**config.mk**
```make
export PLATFORM = sky130hd
export DESIGN_NAME = child_wait_tracking_table_core_flat
export DESIGN_NICKNAME = d
export VERILOG_FILES = /design/src/hdl/cwt_pkg.sv /design/src/hdl/cwt_if.sv /design/src/hdl/cwt_ram.sv /design/src/hdl/cwt_datapath.sv /design/src/hdl/cwt_ctrl.sv /design/src/hdl/child_wait_tracking_table_core.sv /design/src/flat_wrapper.sv
export SDC_FILE = /design/constraint.sdc
export NUM_CORES = 1
export LEC_CHECK = 0
export BUFFER_PORTS_ARGS = -buffer_cell sky130_fd_sc_hd__buf_2
export CELL_PAD_IN_SITES_DETAIL_PLACEMENT = 1
export CELL_PAD_IN_SITES_GLOBAL_PLACEMENT = 2
export CORE_ASPECT_RATIO = 1.4
export CORE_MARGIN = 4
export CORE_UTILIZATION = 54
export CTS_CLUSTER_DIAMETER = 100
export DETAILED_ROUTE_END_ITERATION = 10
export MAX_ROUTING_LAYER = met4
export PLACE_DENSITY = 0.84
export SYNTH_ARGS = -nofsm -noshare
export SYNTH_HDL_FRONTEND = slang
export SYNTH_SLANG_ARGS = --single-unit
```
**constraint.sdc**
```tcl
create_clock -name clk -period 13.9 [get_ports clk]
set_input_delay 0.695 -clock clk [delete_from_list [all_inputs] [get_ports clk]]
set_output_delay 0.695 -clock clk [all_outputs]
set_load 0.02 [all_outputs]
```
**src/hdl/cwt_pkg.sv**
```systemverilog
`default_nettype none

package cwt_pkg;

    localparam int unsigned ID_W = 16;

    // Request kinds
    localparam logic [1:0] FUNC_ASSIGN   = 2'd0;
    localparam logic [1:0] FUNC_FINISHED = 2'd1;
    localparam logic [1:0] FUNC_QUERY    = 2'd2;

    // Result status codes
    localparam logic [1:0] STS_OK        = 2'd0;
    localparam logic [1:0] STS_FULL      = 2'd1;
    localparam logic [1:0] STS_NOT_FOUND = 2'd2;

    // Match conditions of the table scan
    localparam logic [1:0] SCAN_FREE         = 2'd0;
    localparam logic [1:0] SCAN_CHILD_RUN    = 2'd1;
    localparam logic [1:0] SCAN_PARENT_RUN   = 2'd2;
    localparam logic [1:0] SCAN_PARENT_USED  = 2'd3;

    typedef struct packed {
        logic            accept;
        logic            start;
        logic [1:0]      mode;
        logic            stop;
        logic            asg_wr;
        logic            mark_fin;
        logic            free_ent;
        logic            publish;
        logic [1:0]      res_status;
        logic            res_wake;
        logic            res_has;
    } cwt_cmd_t;

    typedef struct packed {
        logic hit;
        logic last;
        logic out_free;
    } cwt_sts_t;

endpackage

`default_nettype wire

```
**src/hdl/cwt_if.sv**
```systemverilog
`default_nettype none

interface cwt_in_if;
    logic        valid;
    logic        ready;
    logic [1:0]  func;
    logic [15:0] child_id;
    logic [15:0] parent_id;

    modport source (output valid, output func, output child_id, output parent_id, input ready);
    modport sink (input valid, input func, input child_id, input parent_id, output ready);
endinterface

interface cwt_out_if;
    logic        valid;
    logic        ready;
    logic [1:0]  status;
    logic        wake_parent;
    logic [15:0] woken_parent_id;
    logic        has_children;

    modport source (output valid, output status, output wake_parent,
                    output woken_parent_id, output has_children, input ready);
    modport sink (input valid, input status, input wake_parent,
                  input woken_parent_id, input has_children, output ready);
endinterface

`default_nettype wire

```
**src/hdl/cwt_ram.sv**
```systemverilog
`default_nettype none

module cwt_ram #(
    parameter int unsigned WIDTH = 32,
    parameter int unsigned DEPTH = 32
) (
    input  wire logic                     clk,
    input  wire logic                     we,
    input  wire logic [$clog2(DEPTH)-1:0] waddr,
    input  wire logic [WIDTH-1:0]         wdata,
    input  wire logic [$clog2(DEPTH)-1:0] raddr,
    output logic [WIDTH-1:0]              rdata
);

    logic [WIDTH-1:0] mem [DEPTH];

    // Write port and registered read port
    always_ff @(posedge clk)
    begin
        if (we)
        begin
            mem[waddr] <= wdata;
        end
        rdata <= mem[raddr];
    end

endmodule

`default_nettype wire

```
**src/hdl/cwt_datapath.sv**
```systemverilog
`default_nettype none

module cwt_datapath #(
    parameter int unsigned ENTRIES = 32
) (
    input  wire logic                      clk,
    input  wire logic                      rst_n,
    input  wire cwt_pkg::cwt_cmd_t         cmd,
    output cwt_pkg::cwt_sts_t              sts,
    input  wire logic [cwt_pkg::ID_W-1:0]  req_child,
    input  wire logic [cwt_pkg::ID_W-1:0]  req_parent,
    input  wire logic                      out_ready,
    output logic                           out_valid,
    output logic [1:0]                     out_status,
    output logic                           out_wake,
    output logic [cwt_pkg::ID_W-1:0]       out_woken,
    output logic                           out_has
);

    localparam int unsigned IW = $clog2(ENTRIES);
    localparam int unsigned CW = $clog2(ENTRIES + 1);
    localparam int unsigned DW = 2 * cwt_pkg::ID_W;
    localparam logic [IW-1:0] LAST_IDX = IW'(ENTRIES - 1);
    localparam logic [CW-1:0] CNT_END  = CW'(ENTRIES);

    // Scan control
    logic              scan_on_reg, scan_on_next;
    logic [CW-1:0]     cnt_reg, cnt_next;
    logic              pipe_vld_reg, pipe_vld_next;
    logic [IW-1:0]     pipe_idx_reg, pipe_idx_next;
    logic [1:0]        mode_reg, mode_next;

    // Entry state: used = not free, run = running
    logic [ENTRIES-1:0] used_reg, used_next;
    logic [ENTRIES-1:0] run_reg, run_next;

    // Request payload
    logic [cwt_pkg::ID_W-1:0] child_reg, child_next;
    logic [cwt_pkg::ID_W-1:0] par_reg, par_next;

    // Output register
    logic                     out_vld_reg, out_vld_next;
    logic [1:0]               out_status_reg, out_status_next;
    logic                     out_wake_reg, out_wake_next;
    logic [cwt_pkg::ID_W-1:0] out_woken_reg, out_woken_next;
    logic                     out_has_reg, out_has_next;

    logic                     issue;
    logic [DW-1:0]            rd_data;
    logic [cwt_pkg::ID_W-1:0] rd_parent;
    logic [cwt_pkg::ID_W-1:0] rd_child;
    logic                     e_used;
    logic                     e_run;
    logic                     match;

    cwt_ram #(
        .WIDTH (DW),
        .DEPTH (ENTRIES)
    ) u_ram (
        .clk   (clk),
        .we    (cmd.asg_wr),
        .waddr (pipe_idx_reg),
        .wdata ({par_reg, child_reg}),
        .raddr (cnt_reg[IW-1:0]),
        .rdata (rd_data)
    );

    assign rd_parent = rd_data[DW-1:cwt_pkg::ID_W];
    assign rd_child  = rd_data[cwt_pkg::ID_W-1:0];
    assign e_used    = used_reg[pipe_idx_reg];
    assign e_run     = run_reg[pipe_idx_reg];
    assign issue     = scan_on_reg && (cnt_reg < CNT_END);

    // Compare the entry read back last cycle
    always_comb
    begin
        case (mode_reg)
            cwt_pkg::SCAN_FREE:        match = !e_used;
            cwt_pkg::SCAN_CHILD_RUN:   match = e_run && (rd_child == child_reg);
            cwt_pkg::SCAN_PARENT_RUN:  match = e_run && (rd_parent == par_reg);
            cwt_pkg::SCAN_PARENT_USED: match = e_used && (rd_parent == par_reg);
            default:                   match = 1'b0;
        endcase
    end

    assign sts.hit      = pipe_vld_reg && match;
    assign sts.last     = pipe_vld_reg && (pipe_idx_reg == LAST_IDX);
    assign sts.out_free = !out_vld_reg || out_ready;

    // Advance the scan pointer and read pipeline
    always_comb
    begin
        scan_on_next  = scan_on_reg;
        cnt_next      = cnt_reg;
        pipe_vld_next = issue;
        pipe_idx_next = cnt_reg[IW-1:0];
        mode_next     = mode_reg;
        if (cmd.start)
        begin
            scan_on_next  = 1'b1;
            cnt_next      = '0;
            pipe_vld_next = 1'b0;
            mode_next     = cmd.mode;
        end
        else if (cmd.stop)
        begin
            scan_on_next  = 1'b0;
            pipe_vld_next = 1'b0;
        end
        else if (issue)
        begin
            cnt_next = cnt_reg + CW'(1);
        end
    end

    // Update entry flags and request payload
    always_comb
    begin
        used_next  = used_reg;
        run_next   = run_reg;
        child_next = child_reg;
        par_next   = par_reg;
        if (cmd.asg_wr)
        begin
            used_next[pipe_idx_reg] = 1'b1;
            run_next[pipe_idx_reg]  = 1'b1;
        end
        if (cmd.mark_fin)
        begin
            run_next[pipe_idx_reg] = 1'b0;
            par_next               = rd_parent;
        end
        if (cmd.free_ent)
        begin
            used_next[pipe_idx_reg] = 1'b0;
            run_next[pipe_idx_reg]  = 1'b0;
        end
        if (cmd.accept)
        begin
            child_next = req_child;
            par_next   = req_parent;
        end
    end

    // Load or drain the output register
    always_comb
    begin
        out_vld_next    = out_vld_reg && !out_ready;
        out_status_next = out_status_reg;
        out_wake_next   = out_wake_reg;
        out_woken_next  = out_woken_reg;
        out_has_next    = out_has_reg;
        if (cmd.publish)
        begin
            out_vld_next    = 1'b1;
            out_status_next = cmd.res_status;
            out_wake_next   = cmd.res_wake;
            out_woken_next  = cmd.res_wake ? par_reg : '0;
            out_has_next    = cmd.res_has;
        end
    end

    always_ff @(posedge clk or negedge rst_n)
    begin
        if (!rst_n)
        begin
            scan_on_reg  <= 1'b0;
            cnt_reg      <= '0;
            pipe_vld_reg <= 1'b0;
            mode_reg     <= cwt_pkg::SCAN_FREE;
            used_reg     <= '0;
            run_reg      <= '0;
            out_vld_reg  <= 1'b0;
        end
        else
        begin
            scan_on_reg  <= scan_on_next;
            cnt_reg      <= cnt_next;
            pipe_vld_reg <= pipe_vld_next;
            mode_reg     <= mode_next;
            used_reg     <= used_next;
            run_reg      <= run_next;
            out_vld_reg  <= out_vld_next;
        end
    end

    always_ff @(posedge clk)
    begin
        pipe_idx_reg   <= pipe_idx_next;
        child_reg      <= child_next;
        par_reg        <= par_next;
        out_status_reg <= out_status_next;
        out_wake_reg   <= out_wake_next;
        out_woken_reg  <= out_woken_next;
        out_has_reg    <= out_has_next;
    end

    assign out_valid  = out_vld_reg;
    assign out_status = out_status_reg;
    assign out_wake   = out_wake_reg;
    assign out_woken  = out_woken_reg;
    assign out_has    = out_has_reg;

endmodule

`default_nettype wire

```
**src/hdl/cwt_ctrl.sv**
```systemverilog
`default_nettype none

module cwt_ctrl (
    input  wire logic              clk,
    input  wire logic              rst_n,
    input  wire logic              in_valid,
    input  wire logic [1:0]        in_func,
    output logic                   in_ready,
    input  wire cwt_pkg::cwt_sts_t sts,
    output cwt_pkg::cwt_cmd_t      cmd
);

    localparam logic [2:0] S_IDLE = 3'd0;
    localparam logic [2:0] S_ASG  = 3'd1;
    localparam logic [2:0] S_FIND = 3'd2;
    localparam logic [2:0] S_CHK  = 3'd3;
    localparam logic [2:0] S_FREE = 3'd4;
    localparam logic [2:0] S_QRY  = 3'd5;
    localparam logic [2:0] S_RES  = 3'd6;

    logic [2:0] state_reg, state_next;
    logic [1:0] rstat_reg, rstat_next;
    logic       rwake_reg, rwake_next;
    logic       rhas_reg, rhas_next;

    assign in_ready = (state_reg == S_IDLE);

    // Sequence the scans of each request
    always_comb
    begin
        state_next = state_reg;
        rstat_next = rstat_reg;
        rwake_next = rwake_reg;
        rhas_next  = rhas_reg;
        cmd        = '0;
        cmd.res_status = rstat_reg;
        cmd.res_wake   = rwake_reg;
        cmd.res_has    = rhas_reg;
        case (state_reg)
            S_IDLE:
            begin
                if (in_valid)
                begin
                    cmd.accept = 1'b1;
                    cmd.start  = 1'b1;
                    rstat_next = cwt_pkg::STS_OK;
                    rwake_next = 1'b0;
                    rhas_next  = 1'b0;
                    case (in_func)
                        cwt_pkg::FUNC_ASSIGN:
                        begin
                            cmd.mode   = cwt_pkg::SCAN_FREE;
                            state_next = S_ASG;
                        end
                        cwt_pkg::FUNC_FINISHED:
                        begin
                            cmd.mode   = cwt_pkg::SCAN_CHILD_RUN;
                            state_next = S_FIND;
                        end
                        cwt_pkg::FUNC_QUERY:
                        begin
                            cmd.mode   = cwt_pkg::SCAN_PARENT_USED;
                            state_next = S_QRY;
                        end
                        default:
                        begin
                            cmd.start  = 1'b0;
                            state_next = S_RES;
                        end
                    endcase
                end
            end
            S_ASG:
            begin
                if (sts.hit)
                begin
                    cmd.asg_wr = 1'b1;
                    cmd.stop   = 1'b1;
                    state_next = S_RES;
                end
                else if (sts.last)
                begin
                    cmd.stop   = 1'b1;
                    rstat_next = cwt_pkg::STS_FULL;
                    state_next = S_RES;
                end
            end
            S_FIND:
            begin
                if (sts.hit)
                begin
                    cmd.mark_fin = 1'b1;
                    cmd.start    = 1'b1;
                    cmd.mode     = cwt_pkg::SCAN_PARENT_RUN;
                    state_next   = S_CHK;
                end
                else if (sts.last)
                begin
                    cmd.stop   = 1'b1;
                    rstat_next = cwt_pkg::STS_NOT_FOUND;
                    state_next = S_RES;
                end
            end
            S_CHK:
            begin
                if (sts.hit)
                begin
                    cmd.stop   = 1'b1;
                    state_next = S_RES;
                end
                else if (sts.last)
                begin
                    cmd.start  = 1'b1;
                    cmd.mode   = cwt_pkg::SCAN_PARENT_USED;
                    state_next = S_FREE;
                end
            end
            S_FREE:
            begin
                cmd.free_ent = sts.hit;
                if (sts.last)
                begin
                    cmd.stop   = 1'b1;
                    rwake_next = 1'b1;
                    state_next = S_RES;
                end
            end
            S_QRY:
            begin
                if (sts.hit)
                begin
                    cmd.stop   = 1'b1;
                    rhas_next  = 1'b1;
                    state_next = S_RES;
                end
                else if (sts.last)
                begin
                    cmd.stop   = 1'b1;
                    state_next = S_RES;
                end
            end
            S_RES:
            begin
                if (sts.out_free)
                begin
                    cmd.publish = 1'b1;
                    state_next  = S_IDLE;
                end
            end
            default:
            begin
                state_next = S_IDLE;
            end
        endcase
    end

    always_ff @(posedge clk or negedge rst_n)
    begin
        if (!rst_n)
        begin
            state_reg <= S_IDLE;
            rstat_reg <= cwt_pkg::STS_OK;
            rwake_reg <= 1'b0;
            rhas_reg  <= 1'b0;
        end
        else
        begin
            state_reg <= state_next;
            rstat_reg <= rstat_next;
            rwake_reg <= rwake_next;
            rhas_reg  <= rhas_next;
        end
    end

endmodule

`default_nettype wire

```
**src/hdl/child_wait_tracking_table_core.sv**
```systemverilog
// One request at a time; each walks the table one entry per cycle through the
// table RAM's registered read port. Assign and query use a single scan. Child
// finished runs a child scan, a running-sibling scan and a freeing scan in turn,
// stopping early if the child is not found or a sibling runs; the ignored kind
// does no scan. Next request is taken the cycle after the result is staged in the
// output register. Reset clears every entry to free at once via per-entry flops.
`default_nettype none

module child_wait_tracking_table_core #(
    parameter int unsigned TABLE_ENTRIES = 32
) (
    input  wire logic  clk,
    input  wire logic  rst_n,
    cwt_in_if.sink     req,
    cwt_out_if.source  rsp
);

    cwt_pkg::cwt_cmd_t cmd;
    cwt_pkg::cwt_sts_t sts;
    logic              in_ready;

    assign req.ready = in_ready;

    cwt_ctrl u_ctrl (
        .clk      (clk),
        .rst_n    (rst_n),
        .in_valid (req.valid),
        .in_func  (req.func),
        .in_ready (in_ready),
        .sts      (sts),
        .cmd      (cmd)
    );

    cwt_datapath #(
        .ENTRIES (TABLE_ENTRIES)
    ) u_dp (
        .clk        (clk),
        .rst_n      (rst_n),
        .cmd        (cmd),
        .sts        (sts),
        .req_child  (req.child_id),
        .req_parent (req.parent_id),
        .out_ready  (rsp.ready),
        .out_valid  (rsp.valid),
        .out_status (rsp.status),
        .out_wake   (rsp.wake_parent),
        .out_woken  (rsp.woken_parent_id),
        .out_has    (rsp.has_children)
    );

endmodule

`default_nettype wire

```
**src/flat_wrapper.sv**
```systemverilog
// flat-port wrapper written by rule: the top's interface ports become plain ports
module child_wait_tracking_table_core_flat 
#(
    parameter int unsigned TABLE_ENTRIES = 32
)
  (clk, rst_n, req_valid, req_func, req_child_id, req_parent_id, req_ready, rsp_valid, rsp_status, rsp_wake_parent, rsp_woken_parent_id, rsp_has_children, rsp_ready);
  cwt_in_if req_i ();
  cwt_out_if rsp_i ();
  input  wire logic clk;
  input  wire logic rst_n;
  input wire logic [$bits(req_i.valid)-1:0] req_valid;
  input wire logic [$bits(req_i.func)-1:0] req_func;
  input wire logic [$bits(req_i.child_id)-1:0] req_child_id;
  input wire logic [$bits(req_i.parent_id)-1:0] req_parent_id;
  output wire logic [$bits(req_i.ready)-1:0] req_ready;
  output wire logic [$bits(rsp_i.valid)-1:0] rsp_valid;
  output wire logic [$bits(rsp_i.status)-1:0] rsp_status;
  output wire logic [$bits(rsp_i.wake_parent)-1:0] rsp_wake_parent;
  output wire logic [$bits(rsp_i.woken_parent_id)-1:0] rsp_woken_parent_id;
  output wire logic [$bits(rsp_i.has_children)-1:0] rsp_has_children;
  input wire logic [$bits(rsp_i.ready)-1:0] rsp_ready;
  assign req_i.valid = req_valid;
  assign req_i.func = req_func;
  assign req_i.child_id = req_child_id;
  assign req_i.parent_id = req_parent_id;
  assign req_ready = req_i.ready;
  assign rsp_valid = rsp_i.valid;
  assign rsp_status = rsp_i.status;
  assign rsp_wake_parent = rsp_i.wake_parent;
  assign rsp_woken_parent_id = rsp_i.woken_parent_id;
  assign rsp_has_children = rsp_i.has_children;
  assign rsp_i.ready = rsp_ready;
  child_wait_tracking_table_core #(.TABLE_ENTRIES(TABLE_ENTRIES)) u_core (.clk(clk), .rst_n(rst_n), .req(req_i), .rsp(rsp_i));
endmodule
```
# [After elaboration in Yosys (flattened, before gate mapping)]
# Memory sizes are Yosys's and may differ from the RTL's. A register that Yosys moved wholly into a read port is not among the register bits.
# Cells that the tools add are included.
[totals] reg_bits=139 ram_bits=1024 inputBits=38 mem_count=1
[memory_table] name="u_core.u_dp.u_ram.mem" words=32 width=32 read_ports=1 rd_ports_with_merged_regs=1 write_ports=1 line="cwt_ram.sv:15" source="logic [WIDTH-1:0] mem [DEPTH];"
[classes] n_addsub=1 n_lt_le_gt_ge=3 eq_ne=24 muxes=62 bitwise_logic=6 n_reduce_logical=28
[op_table] cell="2-to-1 mux 32 bit" count=5
[op_table] cell="AND 32 bit" count=3
[op_table] cell="bitwise OR 32 bit" count=2
[op_table] cell="equality test 16 bit" count=2
[op_table] cell="2-to-1 mux 16 bit" count=2
[op_table] cell="inverter 32 bit" count=1
[op_table] cell="2-to-1 mux 3 bit" count=10
[op_table] cell="2-to-1 mux 1 bit" count=24
[op_table] cell="2-to-1 mux 6 bit" count=3
[op_table] cell="case mux 3 bit (3 select lines)" count=2
[op_table] cell="case mux 3 bit (6 select lines)" count=1
[op_table] cell="binary-select mux 1 bit (select 5 bit)" count=2
[op_table] cell="2-to-1 mux 2 bit" count=5
[op_table] cell="!= test 2 x 1 -> 1 bit, second input constant" count=5
[op_table] cell="nonzero test 2 bit" count=5
[op_table] cell="equality test 3 bit, second input constant" count=3
[op_table] cell="AND reduction 3 bit" count=3
[op_table] cell="logical AND 1 bit" count=8
[op_table] cell="!= test 2 bit, second input constant" count=4
[op_table] cell="case mux 1 bit (4 select lines)" count=2
[op_table] cell="adder 6 x 1 -> 6 bit, second input constant" count=1
[op_table] cell="equality test 2 bit, second input constant" count=3
[op_table] cell="equality test 3 x 2 -> 1 bit, second input constant" count=2
[op_table] cell="less-than comparator 5 x 6 -> 1 bit, second input constant" count=1
[op_table] cell="20 further kinds" count=25

# [Logic depth before layout (Yosys ltp)]
[depth] depth_word=12 mapped_depth=11 mapped_depth_nobuf=8

# [Hierarchy]
# A second synthesis with hierarchy kept.
[hier_totals] hier_cells=2876 area_unflattened_um2=47307.9
[modules_own_cells] module="cwt_ram" n_inst=1 cells_per_inst=2260 area_each_um2=40492.6 seq_area_each_um2=31390.1
[modules_own_cells] module="cwt_datapath" n_inst=1 cells_per_inst=530 area_each_um2=6103.4 seq_area_each_um2=3538.4
[modules_own_cells] module="cwt_ctrl" n_inst=1 cells_per_inst=86 area_each_um2=711.9 seq_area_each_um2=175.2

# [Least setup slack after synthesis]
# Ideal clock, no wire load.
[synth_timing] path_kind="register -> register" start="register u_core.u_dp.child_reg[8] (netlist bit)" end="memory u_core.u_dp.u_ram.mem[22][0] (enable)" setup_time_ns=0.466 arrival_ns=4.253 slack_ns=9.181 stages_incl_launch_ff=8 synth_period_minus_slack_ns=4.719 cell_sequence="edfxtp_1 -> xor2_1 -> nor4_1 -> nand4_1 -> nor4_1 -> o21a_2 -> o311ai_4 -> nor3_1"
[synth_via] elab_chain_len=8
[synth_lines] item="from (decl)" line="cwt_datapath.sv:38" source="logic [cwt_pkg::ID_W-1:0] child_reg, child_next;"
[synth_lines] item="from (signal assigned)" line="cwt_datapath.sv:190" source="child_reg <= child_next;"
[synth_lines] item="equality test 16 bit" line="cwt_datapath.sv:79" source="cwt_pkg::SCAN_CHILD_RUN: match = e_run && (rd_child == child_reg);"
[synth_lines] item="logical AND 1 bit" line="cwt_datapath.sv:79"
[synth_lines] item="case mux 1 bit (4 select lines)" line="cwt_datapath.sv:77" source="case (mode_reg)"
[synth_lines] item="logical AND 1 bit" line="cwt_datapath.sv:86" source="assign sts.hit = pipe_vld_reg && match;"
[synth_lines] item="2-to-1 mux 1 bit" line="cwt_ctrl.sv:75" source="if (sts.hit)"
[synth_lines] item="2-to-1 mux 1 bit" line="cwt_ctrl.sv:39" source="case (state_reg)"
[synth_lines] item="2-to-1 mux 1 bit" line="cwt_ram.sv:20" source="if (we)"
[synth_lines] item="2-to-1 mux 1 bit (not written as such)" line="cwt_ram.sv:22" source="mem[waddr] <= wdata;"
[synth_lines] item="to (decl)" line="cwt_ram.sv:15"
# Every way passes these cells.

# [Final worst setup path]
[layout_timing] start="register u_core.u_dp.child_reg[2] (netlist bit)" end="memory u_core.u_dp.u_ram.mem[22][8] (enable)"
# Same word-level chain as after synthesis.

==> summary.txt <==
Cells and area
  – Total non-filler cell area in the finished layout: 0.0518 mm^2
  – Number of flip-flops in the largest register: 1,024
  – Biggest register: u_core.u_dp.u_ram.mem
  – Most common cell after layout, fill and taps aside: sky130_fd_sc_hd__edfxtp_1
  – Area occupied by multi-input gates: 0.0108 mm^2
  – Layout overhead on the synthesized area: 12.1%
  – Most frequent cells in the layout: sky130_fd_sc_hd__edfxtp_1 (1,076), sky130_fd_sc_hd__mux4_2 (323), sky130_fd_sc_hd__nand2_1 (171), sky130_fd_sc_hd__clkbuf_16 (111), sky130_fd_sc_hd__dfrtp_1 (78)
  – Nets: 2,356
  – Filler Cell Count: 6,895
  – Share of post-route cells with drive strength above 1: 27.7%
  – Register area: 0.0351 mm^2
  – Post-layout instance count excluding filler cells: 3,495

Worst setup path
  – Required time at the worst-slack endpoint: 14.21 ns
  – Critical setup path kind: reg -> reg
  – Worst-path maximum fanout: 33
  – Critical Path Sink Type: flop
  – Reg-to-reg startpoint: u_core.u_dp.child_reg[2]
  – Cell depth of the worst flop-to-flop path: 10
  – Worst r2r dst: u_core.u_dp.u_ram.mem[22][8]
  – Setup slack on the worst flop-to-flop path: 8.16 ns
  – Data arrival time at the worst-slack endpoint: 6.04 ns
  – Kind of launch point of the worst setup path: flop

Synth
  – Primary FF master, synth: sky130_fd_sc_hd__edfxtp_1
  – Instance count of the mapped netlist: 2,185
  – Post-synthesis compound-gate area fraction: 2.19%
  – Post-Syn Nets: 2,228
  – Synthesized-area fraction occupied by and/or/nand/nor cells: 3.70%
  – Yosys synthesis warning count: 0
  – Post-synthesis mux area share: 16.4%
  – Number of enable-type register cells in the synthesized netlist: 1,076
  – Fraction of post-synthesis cell area in the top cell type by area: 69.9%
  – Arithmetic-cell share of the synthesized area counting full adders, half adders and majority gates: 0.135%
  – Number of library cell types mapped by synthesis: 63
  – Largest cells by area after synthesis: sky130_fd_sc_hd__edfxtp_1 (70%), sky130_fd_sc_hd__mux4_2 (16%), sky130_fd_sc_hd__dfrtp_1 (4.4%)
  – Combinational family with the most area after synthesis: multiplexers
  – Share of synthesized registers carrying an async set or reset: 6.86%
  – Cell type with the largest total area after synthesis: sky130_fd_sc_hd__edfxtp_1
  – Seq cells post-synth: 1,195
  – Netlist area before placement: 0.0462 mm^2
  – Mean instance size in the synthesized netlist: 21.2 um^2
  – Portion of the post-synthesis area used by sequential elements: 75.9%
  – Post-synthesis xor/xnor area fraction: 0.625%

Timing
  – Clock Skews: 0.0345 ns
  – Crit share post-route: 41.3%
  – Total setup violations reported at the end of the flow: 0
  – Achievable Freq: 0.174 GHz
  – Final slew viol count: 0
  – Min Tclk post-route: 5.74 ns
  – Total Neg Setup Slack: 0 ns
  – Max-Slew Margin vs Limit: 4.31%
  – Unrepaired setup endpoints after global routing: no
  – Number of endpoints with negative hold slack in the final report: 0
  – Transition at the pin with the smallest max-transition slack: 1.43 ns

Power
  – Static Leak: 16.9 nW
  – Switching part of the total: 29.2%
  – Worst voltage drop across the vdd grid: 0.000149 V
  – Proportion of power drawn by the clock network: 30.6%
  – P per Cell Area: 196 mW/mm^2
  – Cell internal power dissipation: 7.18 mW
  – Total power after layout: 10.1 mW
  – Sequential group share of total power: 46.4%
  – Comb pwr share: 23.0%
  – Net switching component of the power: 2.96 mW

Die
  – DIE WIDTH: 255 um
  – Floorplan die area: 0.0904 mm^2
  – Number of top-level design ports: 60
  – Placeable core area: 0.0847 mm^2
  – Initial cell density of the core: 54.6%
  – Overall die height: 354 um
  – Number of rows in the core area: 126

Drt
  – Total number of vias: 23,400
  – Initial DRC Count: 3,055
  – Per-cell via count in the routed design: 6.70
  – Final Routed Wirelength: 126,000 um
  – Number of routed nets with antenna violations: 0
  – Per-cell routed wire length: 36.1 um
  – DR DRC count: 0
  – Number of optimization iterations in the first detailed-route pass: 5

Place
  – Detailed placer's ending HPWL: 70,100 um
  – Buffers on Ports: 59
  – GP Congestion: 0.883
  – Placed Instance Area: 0.0481 mm^2
  – Placed cell count: 3,289

Run status
  – Result of the run: completed

Global routing
  – Global Route Usage Sum: 29.1%
  – Vias in the first global route: 25,100
  – Pin count of the biggest net entering global routing: 113
  – Initial antenna violation count: 4
  – Overflow left after global routing: 0
  – Global-route wire length before repair: 183,000 um

Clocking
  – Source-to-sink clock delay at the later pin of the worst-skew pair: 0.70 ns
  – Cell chosen for the clock root: sky130_fd_sc_hd__clkbuf_16
  – TritonCTS clock tree: built
  – Depth of the CTS H-tree: 3
  – CTS Sinks: 1,195
  – Clock Tree Buf Depth: 3
  – Inserted Clock Buffers: 109
  – Clock-pin slew of the registers on the worst-case setup and hold paths: 0.07 ns

Worst hold path
  – Hold worst-path end: u_core.u_dp.child_reg[11]
  – Hold path start: req_child_id[11]
  – Worst Hold Class: in -> reg
  – Worst hold path cell count: 1

Job
  – Max_cap viols: 0
-- layer usage --
| layer | routed length (um) | GRT usage (%) | vias to the layer above |
|---|---|---|---|
| li1 | - | - | 9278 |
| met1 | 45800 | 37.0 | 12600 |
| met2 | 64700 | 47.7 | 1283 |
| met3 | 10800 | 5.47 | 251 |
| met4 | 4990 | 10.8 | 0 |
| met5 | 0 | - | - |
-- stage by stage --
| step | worst slack, ns | utilization, % | hold slack [ns] |
|---|---|---|---|
| after CTS | 8.11 | 61.2 | 0.132 |
| after detailed placement | 8.28 | 56.9 | 0.442 |
| after global placement | 8.60 | 56.8 | 0.435 |
| after floorplan | 9.18 | - | 0.345 |
| after global routing | 7.99 | 61.2 | 0.161 |
| final | 8.16 | 61.2 | 0.175 |
-- what timing repair did --
action / in CTS / in global routing
hold buffers: 1 / 0
buffers inserted: 0 / 0
gates resized for setup: 0 / 0
endpoints found under the hold margin: 27 / 0
-- critical path, cell delays in order, from the launching register on --
cell and delay, ns:
sky130_fd_sc_hd__edfxtp_1 1.04, sky130_fd_sc_hd__xor2_1 0.30, sky130_fd_sc_hd__nor4_1 0.39, sky130_fd_sc_hd__nand4_1 0.15, sky130_fd_sc_hd__nor4_1 0.88, sky130_fd_sc_hd__buf_4 0.27, sky130_fd_sc_hd__o21a_2 0.19, sky130_fd_sc_hd__o311ai_4 0.09
sky130_fd_sc_hd__buf_4 0.40, sky130_fd_sc_hd__nor3_2 1.00, sky130_fd_sc_hd__buf_4 0.60
-- power by group through the flow --
stage / registers [mW] / clock network [mW] / logic (mW)
2_1_floorplan: 4.59 / 0 / 1.71
3_5_place_dp: 4.78 / 0 / 2.33
3_3_place_gp: 4.74 / 0 / 2.28
4_1_cts: 4.70 / 3.14 / 2.35
6_report: 4.71 / 3.10 / 2.33
5_1_grt: 4.74 / 3.30 / 2.48
-- cell families (layout without fill, tap and decap cells) --
kind of cell / after synthesis / count (layout)
fa+ha+maj: 5 / 5
mux: 352 / 352
compound gates: 123 / 123
other cells: 0 / 3
buf+inv: 119 / 338
simple gates: 358 / 358
flops: 1195 / 1195
xor+xnor: 33 / 33
-- worst max path at each step --
stage / startpoint / end / slack (ns) / cells after the start
6_report: u_core.u_dp.child_reg[2] / u_core.u_dp.u_ram.mem[22][8] / 8.16 / 10
5_1_grt: u_core.u_dp.child_reg[2] / u_core.u_dp.u_ram.mem[22][8] / 7.99 / 10
4_1_cts: u_core.u_dp.child_reg[2] / u_core.u_dp.u_ram.mem[22][0] / 8.11 / 10
3_5_place_dp: u_core.u_dp.child_reg[2] / u_core.u_dp.u_ram.mem[22][11] / 8.28 / 10
3_3_place_gp: u_core.u_dp.child_reg[12] / u_core.u_dp.u_ram.mem[22][2] / 8.60 / 10
2_1_floorplan: u_core.u_dp.child_reg[8] / u_core.u_dp.u_ram.mem[22][0] / 9.18 / 7
-- cell usage after synthesis (5+ instances only) --
| library cell | n |
|---|---|
| sky130_fd_sc_hd__buf_2 | 12 |
| sky130_fd_sc_hd__nand4_1 | 11 |
| sky130_fd_sc_hd__a21oi_1 | 12 |
| sky130_fd_sc_hd__and2_1 | 22 |
| sky130_fd_sc_hd__o22ai_1 | 8 |
| sky130_fd_sc_hd__mux2i_1 | 26 |
| sky130_fd_sc_hd__ha_1 | 5 |
| sky130_fd_sc_hd__nor2_2 | 20 |
| sky130_fd_sc_hd__buf_1 | 34 |
| sky130_fd_sc_hd__nor4_1 | 14 |
| sky130_fd_sc_hd__dfrtp_1 | 82 |
| sky130_fd_sc_hd__nor2_1 | 33 |
| sky130_fd_sc_hd__nand2_1 | 171 |
| sky130_fd_sc_hd__edfxtp_1 | 1076 |
| sky130_fd_sc_hd__nor3_1 | 25 |
| sky130_fd_sc_hd__inv_1 | 7 |
| sky130_fd_sc_hd__nor2b_1 | 9 |
| sky130_fd_sc_hd__o21ai_0 | 9 |
| sky130_fd_sc_hd__clkbuf_1 | 58 |
| sky130_fd_sc_hd__dfxtp_1 | 37 |
| sky130_fd_sc_hd__a31o_2 | 5 |
| sky130_fd_sc_hd__xor2_1 | 31 |
| sky130_fd_sc_hd__o22a_1 | 40 |
| sky130_fd_sc_hd__nand2b_1 | 14 |
| sky130_fd_sc_hd__mux4_2 | 323 |
| sky130_fd_sc_hd__nand3_1 | 20 |
| sky130_fd_sc_hd__a2bb2oi_1 | 24 |
-- final cells by class --
class                   instances  area share [%]
flip-flops and latches       1195            67.8
multi-input cells             871            20.8
clock buffers                 147            5.78
well taps                    1088            2.63
repair buffers                126            1.60
clock inverters                55            1.31
inverters                      10          0.0773
diodes                          3          0.0145
(Power assumes the default switching activity.)
